### config.mk
export PLATFORM = sky130hd
export DESIGN_NAME = circular_fifo_queue
export DESIGN_NICKNAME = d
export VERILOG_FILES = /design/src/design/cfq_pkg.sv /design/src/design/circular_fifo_queue.sv /design/src/design/cfq_ram.sv
export SDC_FILE = /design/constraint.sdc
export NUM_CORES = 1
export LEC_CHECK = 0
export BUFFER_PORTS_ARGS = -buffer_cell sky130_fd_sc_hd__buf_2
export CAP_MARGIN = 5
export CORE_MARGIN = 2
export CORE_UTILIZATION = 45
export DETAILED_ROUTE_END_ITERATION = 12
export HOLD_SLACK_MARGIN = 0.12
export PLACE_DENSITY_LB_ADDON = 0.3
export SYNTH_ARGS = -nofsm -noshare
export SYNTH_HDL_FRONTEND = slang
export SYNTH_HIERARCHICAL = 1
export SYNTH_SLANG_ARGS = --single-unit
### constraint.sdc
create_clock -name i_clk -period 4.3 [get_ports i_clk]
set_clock_uncertainty 0.05 [all_clocks]
set_input_delay 0.215 -clock i_clk [delete_from_list [all_inputs] [get_ports i_clk]]
set_output_delay 0.215 -clock i_clk [all_outputs]
set_load 0.05 [all_outputs]
### src/design/cfq_pkg.sv
// Shared types and codes for the circular FIFO queue.
// No dependencies; imported by circular_fifo_queue.
package cfq_pkg;

    localparam int CFQ_DEPTH = 8;
    localparam int CFQ_PTR_W = $clog2(CFQ_DEPTH);
    localparam int CFQ_WORD_W = 32;

    typedef logic [1:0] t_action;
    typedef logic [1:0] t_status;
    typedef logic signed [CFQ_WORD_W-1:0] t_word;
    typedef logic [CFQ_PTR_W-1:0] t_ptr;

    localparam t_action ACT_ENQ = 2'd0;
    localparam t_action ACT_DEQ = 2'd1;
    localparam t_action ACT_DISP = 2'd2;

    localparam t_status ST_OK = 2'd0;
    localparam t_status ST_FULL = 2'd1;
    localparam t_status ST_EMPTY = 2'd2;

    typedef enum logic [2:0] {
        S_IDLE  = 3'b001,
        S_DISP  = 3'b010,
        S_DRAIN = 3'b100
    } t_state;

    function automatic t_ptr ptr_adv(input t_ptr p);
        t_ptr r;
        if (p == t_ptr'(CFQ_DEPTH - 1)) begin
            r = '0;
        end else begin
            r = p + t_ptr'(1);
        end
        return r;
    endfunction

endpackage

### src/design/circular_fifo_queue.sv
// Top level of the circular FIFO queue: pointers, sequencer and result register.
// Depends on cfq_pkg and cfq_ram.
//
// Usage:
//   Drive i_action and i_push_value and raise start; the command transfers at
//   a rising edge where start is high and busy is low. Action enqueue stores
//   i_push_value at the tail or reports full; dequeue returns the head word or
//   reports empty; display returns every stored word oldest first, o_last
//   marking the final one. Action code 3 transfers but does nothing.
//   Each result is shown for one cycle with o_valid high; the receiver must
//   take it then, it cannot stall the block.
// Timing and throughput:
//   Enqueue and empty/full results are registered and appear in the cycle
//   after the transfer; busy stays low, so one such command per cycle.
//   Dequeue: the head word passes the storage RAM's read register and then
//   the result register; busy stays high until the result is loaded.
//   Display of N words: one word per cycle, busy until the last word is
//   loaded; the walk reads the RAM one entry per cycle.
// Reset:
//   i_rst_n low at a rising edge empties the queue and returns to idle; the
//   storage itself is not cleared.
module circular_fifo_queue (
    input  logic              i_clk,
    input  logic              i_rst_n,
    input  logic              start,
    output logic              busy,
    input  cfq_pkg::t_action  i_action,
    input  cfq_pkg::t_word    i_push_value,
    output logic              o_valid,
    output cfq_pkg::t_status  o_status,
    output cfq_pkg::t_word    o_read_value,
    output logic              o_last
);

    import cfq_pkg::*;

    t_state  r_state, n_state;
    t_ptr    r_head, n_head;
    t_ptr    r_tail, n_tail;
    logic    r_empty, n_empty;
    t_ptr    r_walk, n_walk;
    logic    r_pend, n_pend;
    logic    r_pend_last, n_pend_last;
    logic    r_valid, n_valid;
    t_status r_status, n_status;
    t_word   r_value, n_value;
    logic    r_last, n_last;

    logic    accept;
    logic    full;
    logic    ram_we;
    logic    ram_re;
    t_ptr    ram_raddr;
    t_word   ram_rdata;
    t_ptr    head_nxt;
    t_ptr    walk_nxt;

    assign busy = (r_state != S_IDLE);
    assign accept = start && !busy;
    assign full = !r_empty && (r_head == r_tail);
    assign head_nxt = ptr_adv(r_head);
    assign walk_nxt = ptr_adv(r_walk);

    always_comb begin
        n_state = r_state;
        n_head = r_head;
        n_tail = r_tail;
        n_empty = r_empty;
        n_walk = r_walk;
        n_pend = 1'b0;
        n_pend_last = r_pend_last;
        n_valid = 1'b0;
        n_status = r_status;
        n_value = r_value;
        n_last = r_last;
        ram_we = 1'b0;
        ram_re = 1'b0;
        ram_raddr = r_head;

        if (r_pend) begin
            n_valid = 1'b1;
            n_status = ST_OK;
            n_value = ram_rdata;
            n_last = r_pend_last;
        end

        case (r_state)
            S_IDLE: begin
                if (accept) begin
                    case (i_action)
                        ACT_ENQ: begin
                            n_valid = 1'b1;
                            n_value = '0;
                            n_last = 1'b1;
                            if (full) begin
                                n_status = ST_FULL;
                            end else begin
                                ram_we = 1'b1;
                                n_tail = ptr_adv(r_tail);
                                n_empty = 1'b0;
                                n_status = ST_OK;
                            end
                        end
                        ACT_DEQ: begin
                            if (r_empty) begin
                                n_valid = 1'b1;
                                n_status = ST_EMPTY;
                                n_value = '0;
                                n_last = 1'b1;
                            end else begin
                                ram_re = 1'b1;
                                n_pend = 1'b1;
                                n_pend_last = 1'b1;
                                n_head = head_nxt;
                                n_empty = (head_nxt == r_tail);
                                n_state = S_DRAIN;
                            end
                        end
                        ACT_DISP: begin
                            if (r_empty) begin
                                n_valid = 1'b1;
                                n_status = ST_EMPTY;
                                n_value = '0;
                                n_last = 1'b1;
                            end else begin
                                ram_re = 1'b1;
                                n_pend = 1'b1;
                                n_pend_last = (head_nxt == r_tail);
                                n_walk = head_nxt;
                                n_state = (head_nxt == r_tail) ? S_DRAIN : S_DISP;
                            end
                        end
                        default: begin
                        end
                    endcase
                end
            end
            S_DISP: begin
                ram_re = 1'b1;
                ram_raddr = r_walk;
                n_pend = 1'b1;
                n_pend_last = (walk_nxt == r_tail);
                n_walk = walk_nxt;
                if (walk_nxt == r_tail) begin
                    n_state = S_DRAIN;
                end
            end
            S_DRAIN: begin
                n_state = S_IDLE;
            end
            default: begin
                n_state = S_IDLE;
            end
        endcase
    end

    always_ff @(posedge i_clk) begin
        if (!i_rst_n) begin
            r_state <= S_IDLE;
            r_head <= '0;
            r_tail <= '0;
            r_empty <= 1'b1;
            r_pend <= 1'b0;
            r_valid <= 1'b0;
        end else begin
            r_state <= n_state;
            r_head <= n_head;
            r_tail <= n_tail;
            r_empty <= n_empty;
            r_pend <= n_pend;
            r_valid <= n_valid;
        end
    end

    always_ff @(posedge i_clk) begin
        r_walk <= n_walk;
        r_pend_last <= n_pend_last;
        r_status <= n_status;
        r_value <= n_value;
        r_last <= n_last;
    end

    cfq_ram #(
        .DEPTH(CFQ_DEPTH),
        .WIDTH(CFQ_WORD_W),
        .AW(CFQ_PTR_W)
    ) u_ram (
        .i_clk(i_clk),
        .i_we(ram_we),
        .i_waddr(r_tail),
        .i_wdata(i_push_value),
        .i_re(ram_re),
        .i_raddr(ram_raddr),
        .o_rdata(ram_rdata)
    );

    assign o_valid = r_valid;
    assign o_status = r_status;
    assign o_read_value = r_value;
    assign o_last = r_last;

endmodule

### src/design/cfq_ram.sv
// Simple dual-port RAM: one write port, one read port with registered data.
// No dependencies.
module cfq_ram #(
    parameter int DEPTH = 8,
    parameter int WIDTH = 32,
    parameter int AW = $clog2(DEPTH)
) (
    input  logic             i_clk,
    input  logic             i_we,
    input  logic [AW-1:0]    i_waddr,
    input  logic [WIDTH-1:0] i_wdata,
    input  logic             i_re,
    input  logic [AW-1:0]    i_raddr,
    output logic [WIDTH-1:0] o_rdata
);

    logic [WIDTH-1:0] r_mem [DEPTH];
    logic [WIDTH-1:0] r_rdata;

    always_ff @(posedge i_clk) begin
        if (i_we) begin
            r_mem[i_waddr] <= i_wdata;
        end
    end

    always_ff @(posedge i_clk) begin
        if (i_re) begin
            r_rdata <= r_mem[i_raddr];
        end
    end

    assign o_rdata = r_rdata;

endmodule
==> results of run 1 <==
-- registers in the layout, summed over array words and instances (netlist names), 2 cells and up --
signal	cells
r_walk	3
u_ram/r_mem	256
o_read_value	32
r_tail	3
u_ram/o_rdata	32
r_state	3
o_status	2
r_head	3
-- synthesized netlist by cell type (2+ instances only) --
cell                       count  area share, %
sky130_fd_sc_hd__nor3_1        2          0.077
sky130_fd_sc_hd__clkbuf_1      2          0.058
sky130_fd_sc_hd__a31oi_1       2          0.096
sky130_fd_sc_hd__mux4_1       40            8.1
sky130_fd_sc_hd__o31ai_1       2           0.12
sky130_fd_sc_hd__buf_2        11           0.42
sky130_fd_sc_hd__buf_6         7           0.61
sky130_fd_sc_hd__xor2_1        3           0.20
sky130_fd_sc_hd__o21ai_0       8           0.31
sky130_fd_sc_hd__edfxtp_1    292             67
sky130_fd_sc_hd__or3_1         3           0.14
sky130_fd_sc_hd__dfxtp_1      47            7.2
sky130_fd_sc_hd__o22ai_1       2          0.096
sky130_fd_sc_hd__or4_1         2           0.12
sky130_fd_sc_hd__inv_1         8           0.23
sky130_fd_sc_hd__and2_1        2          0.096
sky130_fd_sc_hd__nand2b_1      5           0.24
sky130_fd_sc_hd__nor2_1       46            1.3
sky130_fd_sc_hd__ha_1         10           0.96
sky130_fd_sc_hd__xnor2_1       4           0.27
sky130_fd_sc_hd__mux2i_1      35            2.7
sky130_fd_sc_hd__a21oi_1       6           0.23
sky130_fd_sc_hd__nand4_1       2          0.096
sky130_fd_sc_hd__mux2_2       33            2.9
sky130_fd_sc_hd__nand3_1       2          0.077
sky130_fd_sc_hd__mux4_2       24            4.2
sky130_fd_sc_hd__buf_1         7           0.20
sky130_fd_sc_hd__nand2_1      22           0.63
-- path summary, 6_finish.rpt --
check                                          to         startpoint
worst max-delay path            u_ram/o_rdata[31]         r_state[1]
worst min register to register   o_read_value[13]  u_ram/o_rdata[13]
worst max register to register  u_ram/o_rdata[31]         r_state[1]
worst min-delay path                   r_state[1]              start
-- through the flow --
stage / cells / power, µW
detailed placement: 1089 / 3880
global route: 1186 / 7070
global placement: 1089 / 3870
CTS: 1186 / 6910
floorplan: 644 / 3800
finish: 1186 / 6830
-- worst max-delay path: cells and delay by family, from the launching register on --
| family | cells | cell delay (ns) |
|---|---|---|
| buf+inv | 2 | 0.54 |
| flops | 1 | 0.39 |
| mux | 2 | 0.85 |
| simple gates | 3 | 0.93 |
-- power breakdown --
| group | internal (µW) | total, µW | switching, µW |
|---|---|---|---|
| Combinational | 85.2 | 221 | 136 |
| Sequential | 3600 | 3610 | 14.4 |
| Clock | 1800 | 3000 | 1200 |
| Total | 5480 | 6830 | 1350 |
-- cell families after synthesis --
| group | after synthesis | share of synthesized area [%] |
|---|---|---|
| fa+ha+maj | 10 | 0.961 |
| xor+xnor | 7 | 0.471 |
| compound gates | 28 | 1.38 |
| flops | 339 | 74.6 |
| buf+inv | 35 | 1.52 |
| mux | 132 | 17.8 |
| simple gates | 93 | 3.32 |
-- repair_timing --
action                     4_1_cts  5_1_grt
hold endpoints to repair       266        0
hold buffers                    34        0
setup buffers                    0        0
setup endpoints to repair        0        0
-- metal layers --
layer,part of all wire (%),up-vias,global-route usage (%)
li1,-,2876,-
met1,43,3234,21.1
met2,51,135,28.7
met3,4.1,32,3.08
met4,1.6,0,4.27
met5,0,-,0
-- area by class of cell --
| type | instances | area [µm²] |
|---|---|---|
| Fill cell | 2182 | 13200 |
| Sequential cell | 339 | 9710 |
| Multi-Input combinational cell | 270 | 3190 |
| Clock buffer | 46 | 978 |
| Timing Repair Buffer | 122 | 831 |
| Tap cell | 384 | 480 |
| Clock inverter | 17 | 188 |
| Inverter | 8 | 30.0 |
==> flow_summary_export.csv, run 1 <==
group,metric,value,unit
synthesis,synth-main-ff-cell,"sky130_fd_sc_hd__edfxtp_1",
job,maxCapViolCount,0,
worst_setup_path,critical_path.startpoint_type,"flop",
timing,finalCritPeriodShare,70.7,%
worst_setup_path,timing.critical_path.slowest_stage_cell,"sky130_fd_sc_hd__mux4_1",
clock_network,clk-insertion-delay-late,0.51,ns
placement,placed_area,13900,µm²
drt,detail_route.drc_violations,0,
placement,gp_congestion,0.775,
drt,route.vias.total,6277,
worst_setup_path,path_cells,"nor3b_1 > buf_4 > nand2_1 > nand2_4 > buf_4 > mux4_1 > mux2_2",
worst_setup_path,timing.critical_path.to_type,"flop",
finish,layout.core_utilization,53.8,%
global_routing,gr-usage-all-layers,16.4,%
finish,post-route-cell-area,15400,µm²
finish,nets,823,
die,design.die.area,30300,µm²
timing,timing.max_slew.rel_slack,26.6,%
finish,commonest_cells_after_routing_fill_and_taps_aside,"sky130_fd_sc_hd__edfxtp_1, sky130_fd_sc_hd__buf_2, sky130_fd_sc_hd__dfxtp_1",
synthesis,net_count_after_synthesis,691,
worst_setup_path,cp_data_required_time,4.51,ns
worst_setup_path,worstPathMaxFanout,38,
global_routing,grt_start_max_net_pins,65,
die,rows,62,
timing,setup_viol,0,
synthesis,yosys_register_bits,339,
clock_network,tritoncts_clock_tree,"done",
timing,max_slew_violation_count,0,
worst_setup_path,reg2reg_slack,1.26,ns
timing,timing.setup.tns,0,ns
synthesis,synthArstFlopShare,0,%
placement,post-place-ws,1.33,ns
placement,detailedPlacementHpwl,13.9,mm
synthesis,number_of_distinct_library_cells_after_synthesis,43,
min_path,holdCritPathClass,"in2reg",
outcome,status,"complete, no violations",
finish,layout.cells.most_common,"sky130_fd_sc_hd__edfxtp_1",
timing,min_period,3.04,ns
global_routing,grt_remaining_overflow,0,
clock_network,max-clock-path-buffers,3,
global_routing,antenna_found_initial,0,
power,vdd_ir_drop_max,335,µV
synthesis,synth-edff-count,292,
min_path,hold_path_depth,5,
power,power_leakage,0.00519,µW
die,design.core.area,28600,µm²
synthesis,yosys_warnings,6,
finish,areaGrowthSynthToFinish,18.3,%
drt,drtIter0Drc,403,
timing,final_hold_violating_endpoints,0,
synthesis,yosysSeqAreaShare,74.6,%
timing,final_hold_slack,0.164,ns
finish,post_route_cells_drive_above_1_share,27.1,%
die,die_extent_in_y,174,µm
drt,drt.antenna.violating_nets,0,
synthesis,netlist_instances,644,
timing,fmaxAchievable,329,MHz
global_routing,first_global_vias,6484,
die,die_width,174,µm
worst_setup_path,critPathArrivalTime,3.25,ns
placement,port_buffers,73,
clock_network,clock-sinks,339,
timing,max_slew.worst_pin.slew,1.10,ns
finish,insertedDiodeCount,0,
clock_network,post_cts_resized,0,
power,p_per_area,443,nW/µm²
die,initial_core_util,45.5,%
clock_network,path_clk_slew,0.06,ns
clock_network,ctsRootBufferMaster,"sky130_fd_sc_hd__clkbuf_16",
drt,postRouteWirelength,24.6,mm
drt,viasPerCell,5.29,
drt,avgRoutedWirePerCell,20.7,µm
timing,final_critical_path_setup_slack,1.26,ns
clock_network,numCtsBuffers,35,
global_routing,grt_first_pass_wirelength,37.8,mm
worst_setup_path,reg2regPathDepth,7,
synthesis,synth_area_per_cell,20.2,µm²
worst_setup_path,timing_worst_setup_path_type,"reg2reg",
die,design.portCount,74,
worst_setup_path,cp_common_cell,"sky130_fd_sc_hd__buf_4",
clock_network,h_tree_level_count,2,
synthesis,synth.cell_area,13000,µm²
drt,firstDrtPassIters,4,
worst_setup_path,critical_path.max_stage_delay,0.58,ns
timing,rsz0062_at_grt,"no",
(Power assumes the default switching activity.)
==> run 2, diff against run 1 <==
==> constraint.sdc (replaced) <==
create_clock -name i_clk -period 2.74 [get_ports i_clk]
set_clock_uncertainty 0.05 [all_clocks]
set_input_delay 0.137 -clock i_clk [delete_from_list [all_inputs] [get_ports i_clk]]
set_output_delay 0.137 -clock i_clk [all_outputs]
set_load 0.05 [all_outputs]
==> flow_summary_export.csv, run 2 (synthesized netlist as in run 1, its figures left out) <==
group,metric,value,unit
die,die_width,174,µm
global_routing,grt_start_max_net_pins,65,
worst_setup_path,timing.critical_path.to_type,"flop",
finish,commonest_cells_after_routing_fill_and_taps_aside,"sky130_fd_sc_hd__edfxtp_1, sky130_fd_sc_hd__buf_2, sky130_fd_sc_hd__dfxtp_1",
clock_network,post_cts_resized,0,
clock_network,path_clk_slew,0.06,ns
finish,layout.core_utilization,54.2,%
min_path,holdCritPathClass,"in2reg",
clock_network,clock-sinks,339,
clock_network,tritoncts_clock_tree,"done",
worst_setup_path,critical_path.startpoint_type,"flop",
worst_setup_path,cp-endpoint,"u_ram/o_rdata[17]",
worst_setup_path,cp-startpoint,"r_state[1]",
finish,registers.top_by_ff_count,"u_ram/r_mem",
placement,port_buffers,73,
worst_setup_path,reg2reg_slack,0.32,ns
global_routing,grt_remaining_overflow,0,
worst_setup_path,critPathArrivalTime,2.64,ns
global_routing,gr-usage-all-layers,17.0,%
global_routing,first_global_vias,6717,
timing,setup_viol,0,
power,power_leakage,0.00525,µW
drt,drtIter0Drc,495,
timing,rsz0062_at_grt,"no",
placement,place_inst,1103,
clock_network,clk-insertion-delay-late,0.52,ns
finish,nets,838,
clock_network,ctsRootBufferMaster,"sky130_fd_sc_hd__clkbuf_16",
finish,register_area,9710,µm²
drt,route.vias.total,6394,
die,design.die.area,30300,µm²
clock_network,postCtsSetupRepairBufs,0,
timing,max_slew_violation_count,0,
placement,detailedPlacementHpwl,14.3,mm
power,finalPower,10500,µW
global_routing,antenna_found_initial,1,
finish,layout.cells.most_common,"sky130_fd_sc_hd__edfxtp_1",
die,rows,62,
timing,finalCritPeriodShare,88.4,%
power,p_per_area,677,nW/µm²
timing,max_slew.worst_pin.slew,0.531,ns
finish,post_route_cells_drive_above_1_share,27.9,%
clock_network,h_tree_level_count,2,
placement,gp_congestion,0.758,
worst_setup_path,cp_data_required_time,2.95,ns
worst_setup_path,worstPathMaxFanout,18,
global_routing,grt_first_pass_wirelength,39.3,mm
finish,largest_reg_flops,256,
die,design.portCount,74,
timing,min_period,2.42,ns
die,initial_core_util,45.5,%
outcome,status,"complete, no violations",
worst_setup_path,reg2regPathDepth,6,
drt,detail_route.drc_violations,0,
die,design.core.area,28600,µm²
worst_setup_path,critical_register_to_register_path_startpoint,"r_state[1]",
finish,layoutNonFillerInstCount,1203,
timing,final_hold_violating_endpoints,0,
drt,avgRoutedWirePerCell,20.9,µm
die,die_extent_in_y,174,µm
drt,viasPerCell,5.32,
finish,areaGrowthSynthToFinish,19.2,%
timing,final_hold_slack,0.151,ns
finish,area_taken_by_multi_input_logic_gates,3200,µm²
timing,timing.max_slew.rel_slack,64.6,%
clock_network,numCtsBuffers,35,
drt,firstDrtPassIters,4,
worst_setup_path,timing_worst_setup_path_type,"reg2reg",
drt,postRouteWirelength,25.1,mm
worst_setup_path,reg2reg_to,"u_ram/o_rdata[17]",
timing,fmaxAchievable,413,MHz
clock_network,cts_hold_repair.buffers,35,
clock_network,max-clock-path-buffers,3,
drt,drt.antenna.violating_nets,0,
power,vdd_ir_drop_max,340,µV
job,maxCapViolCount,0,
finish,fillerInstances,2219,
-- run 2: stage by stage --
step | worst slack (ns) | cell area, µm² | TNS [ns]
after global placement | 0.342 | 14100 | 0
final | 0.317 | 15500 | 0
after global routing | 0.182 | 15500 | 0
after CTS | 0.302 | 15500 | 0
after detailed placement | 0.322 | 14100 | 0
after floorplan | -0.198 | 13000 | -41.96
-- run 2: metal layers --
| metal | track usage, % | share of wire, % |
|---|---|---|
| met5 | 0 | 0 |
| met4 | 5.01 | 1.9 |
| met3 | 3.11 | 4.7 |
| met2 | 29.1 | 51 |
| met1 | 22.4 | 43 |
-- run 2: final cells by class --
cell class                 count  area share, %
multi-input combinational    270           20.6
clock inverter                19          0.847
tap                          384           3.10
inverter                       8          0.194
sequential                   339           62.6
clock buffer                  45           6.22
antenna                        1         0.0161
timing repair buffer         137           6.42
-- run 2: power by group --
part	switching [µW]	internal, µW
Clock	1890	2600
Sequential	19.3	5640
Combinational	220	142
-- run 2: how the worst min path moves through the flow --
stage	from	to	slack (ns)	cells after the start
2_1_floorplan	i_rst_n	r_state[0]	0.15	1
3_3_place_gp	i_rst_n	r_state[0]	0.33	2
3_5_place_dp	i_rst_n	r_state[0]	0.33	2
4_1_cts	i_action[1]	r_state[1]	0.12	4
5_1_grt	i_action[1]	r_state[1]	0.19	4
6_report	i_action[1]	r_state[1]	0.15	4
-- run 2: critical path: stages (launching register included) --
cell and delay, ns:
sky130_fd_sc_hd__dfxtp_1 0.39, sky130_fd_sc_hd__nor3b_1 0.27, sky130_fd_sc_hd__nand2_1 0.14, sky130_fd_sc_hd__nand2_4 0.09, sky130_fd_sc_hd__buf_4 0.32, sky130_fd_sc_hd__mux4_1 0.62
sky130_fd_sc_hd__mux2_2 0.28
==> run 3, diff against run 2 <==
--- a/config.mk
+++ b/config.mk
@@ -8,7 +8,7 @@
 export BUFFER_PORTS_ARGS = -buffer_cell sky130_fd_sc_hd__buf_2
 export CAP_MARGIN = 5
 export CORE_MARGIN = 2
-export CORE_UTILIZATION = 45
+export CORE_UTILIZATION = 31
 export DETAILED_ROUTE_END_ITERATION = 12
 export HOLD_SLACK_MARGIN = 0.12
 export PLACE_DENSITY_LB_ADDON = 0.3
==> flow_summary_export.csv, run 3 (synthesized netlist as in run 1, its figures left out) <==
group,metric,value,unit
clock_network,clock-sinks,339,
timing,final_hold_violating_endpoints,0,
clock_network,h_tree_level_count,2,
die,initial_core_util,31.2,%
worst_setup_path,reg2reg_slack,0.40,ns
finish,layout.cells.most_common,"sky130_fd_sc_hd__edfxtp_1",
clock_network,clk-insertion-delay-late,0.53,ns
worst_setup_path,cp_data_required_time,2.96,ns
clock_network,numCtsBuffers,38,
clock_network,postCtsSetupRepairBufs,0,
finish,commonest_cells_after_routing_fill_and_taps_aside,"sky130_fd_sc_hd__edfxtp_1, sky130_fd_sc_hd__buf_2, sky130_fd_sc_hd__dfxtp_1",
finish,layout.core_utilization,38.6,%
outcome,status,"complete, no violations",
die,design.die.area,43700,µm²
power,p_per_area,682,nW/µm²
drt,postRouteWirelength,27.4,mm
finish,post_route_cells_drive_above_1_share,28.6,%
drt,route.vias.total,6363,
job,maxCapViolCount,0,
timing,max_slew_violation_count,0,
drt,firstDrtPassIters,7,
power,pwr-share-clk,44.9,%
drt,viasPerCell,4.64,
power,power.switching_fraction,20.2,%
drt,drtIter0Drc,381,
drt,avgRoutedWirePerCell,19.9,µm
global_routing,first_global_vias,6745,
timing,fmaxAchievable,428,MHz
finish,registers.top_by_ff_count,"u_ram/r_mem",
timing,min_period,2.34,ns
worst_setup_path,timing_worst_setup_path_type,"reg2reg",
power,p_int,8760,µW
drt,detail_route.drc_violations,0,
die,design.core.area,41700,µm²
min_path,holdCritPathClass,"in2reg",
clock_network,post_cts_resized,0,
global_routing,antenna_found_initial,1,
die,die_width,209,µm
power,power_leakage,0.00539,µW
die,die_extent_in_y,209,µm
finish,largest_reg_flops,256,
timing,finalCritPeriodShare,85.3,%
worst_setup_path,critical_path.startpoint_type,"flop",
placement,gp_congestion,0.770,
clock_network,tritoncts_clock_tree,"done",
finish,post-route-cell-area,16100,µm²
finish,areaGrowthSynthToFinish,23.6,%
global_routing,grt_first_pass_wirelength,41.4,mm
clock_network,max-clock-path-buffers,3,
die,design.portCount,74,
placement,port_buffers,73,
worst_setup_path,worstPathMaxFanout,21,
timing,setup_viol,0,
power,power_frac_seq,51.6,%
die,rows,75,
global_routing,grt_start_max_net_pins,27,
clock_network,ctsRootBufferMaster,"sky130_fd_sc_hd__clkbuf_16",
global_routing,grt_remaining_overflow,0,
worst_setup_path,timing.critical_path.to_type,"flop",
global_routing,gr-usage-all-layers,12.7,%
power,switchingPower,2210,µW
clock_network,path_clk_slew,0.06,ns
placement,placed_area,14500,µm²
timing,timing.max_slew.rel_slack,57.1,%
power,finalPower,11000,µW
worst_setup_path,critPathArrivalTime,2.56,ns
drt,drt.antenna.violating_nets,0,
finish,nets,851,
power,combinational_cell_fraction_of_total_power,3.5,%
finish,fillerInstances,3817,
placement,detailedPlacementHpwl,16.1,mm
timing,rsz0062_at_grt,"no",
timing,max_slew.worst_pin.slew,0.642,ns
power,vdd_ir_drop_max,504,µV
timing,final_hold_slack,0.179,ns
## run 3: stage by stage
| step | setup TNS, ns | setup WS (ns) | instances |
|---|---|---|---|
| floorplan | -41.96 | -0.198 | 644 |
| global placement | 0 | 0.402 | 1267 |
| detailed placement | 0 | 0.375 | 1267 |
| CTS | 0 | 0.352 | 1371 |
| global route | 0 | 0.238 | 1372 |
| finish | 0 | 0.402 | 1372 |
## run 3: timing repair
item                       in CTS  in global routing
setup endpoints to repair       0                  0
hold endpoints to repair      272                  0
hold buffers                   36                  0
## run 3: power by group through the flow
| stage | Sequential, µW | Combinational (µW) | Clock, µW |
|---|---|---|---|
| final | 5660 | 380 | 4930 |
| after global routing | 5660 | 416 | 5290 |
| after CTS | 5660 | 388 | 5080 |
| after detailed placement | 5770 | 345 | 0 |
| after global placement | 5770 | 338 | 0 |
| after floorplan | 5820 | 133 | 0 |
## run 3: area by class of cell
type | instances | area (µm²) | share of cell area, %
clock buffer | 47 | 995 | 6.18
antenna | 1 | 2.50 | 0.0156
inverter | 8 | 30.0 | 0.187
sequential | 339 | 9710 | 60.4
timing repair buffer | 147 | 1250 | 7.76
clock inverter | 21 | 224 | 1.39
tap | 539 | 674 | 4.19
multi-input combinational | 270 | 3210 | 19.9
## run 3: worst paths after layout
path	depth (start not counted)	endpoint	start
worst max-delay path	6	u_ram/o_rdata[15]	r_state[1]
worst min register to register	2	o_read_value[3]	u_ram/o_rdata[3]
worst max register to register	6	u_ram/o_rdata[15]	r_state[1]
worst min-delay path	5	o_last	i_action[1]
## run 3: metal layers
metal | vias to the layer above | GRT usage, % | wire length (µm) | share of wire (%)
li1 | 2941 | - | - | -
met1 | 3277 | 16.4 | 12200 | 45
met2 | 109 | 21.8 | 13500 | 49
met3 | 36 | 2.46 | 1110 | 4.1
met4 | 0 | 3.89 | 501 | 1.8
met5 | - | 0 | 0 | 0
## run 3: worst max-delay path: stages (launching register included)
cell                      delay [ns]
sky130_fd_sc_hd__dfxtp_1        0.36
sky130_fd_sc_hd__nor3b_1        0.27
sky130_fd_sc_hd__nand2_1        0.14
sky130_fd_sc_hd__nand2_4        0.18
sky130_fd_sc_hd__buf_12         0.23
sky130_fd_sc_hd__mux4_1         0.57
sky130_fd_sc_hd__mux2_2         0.27
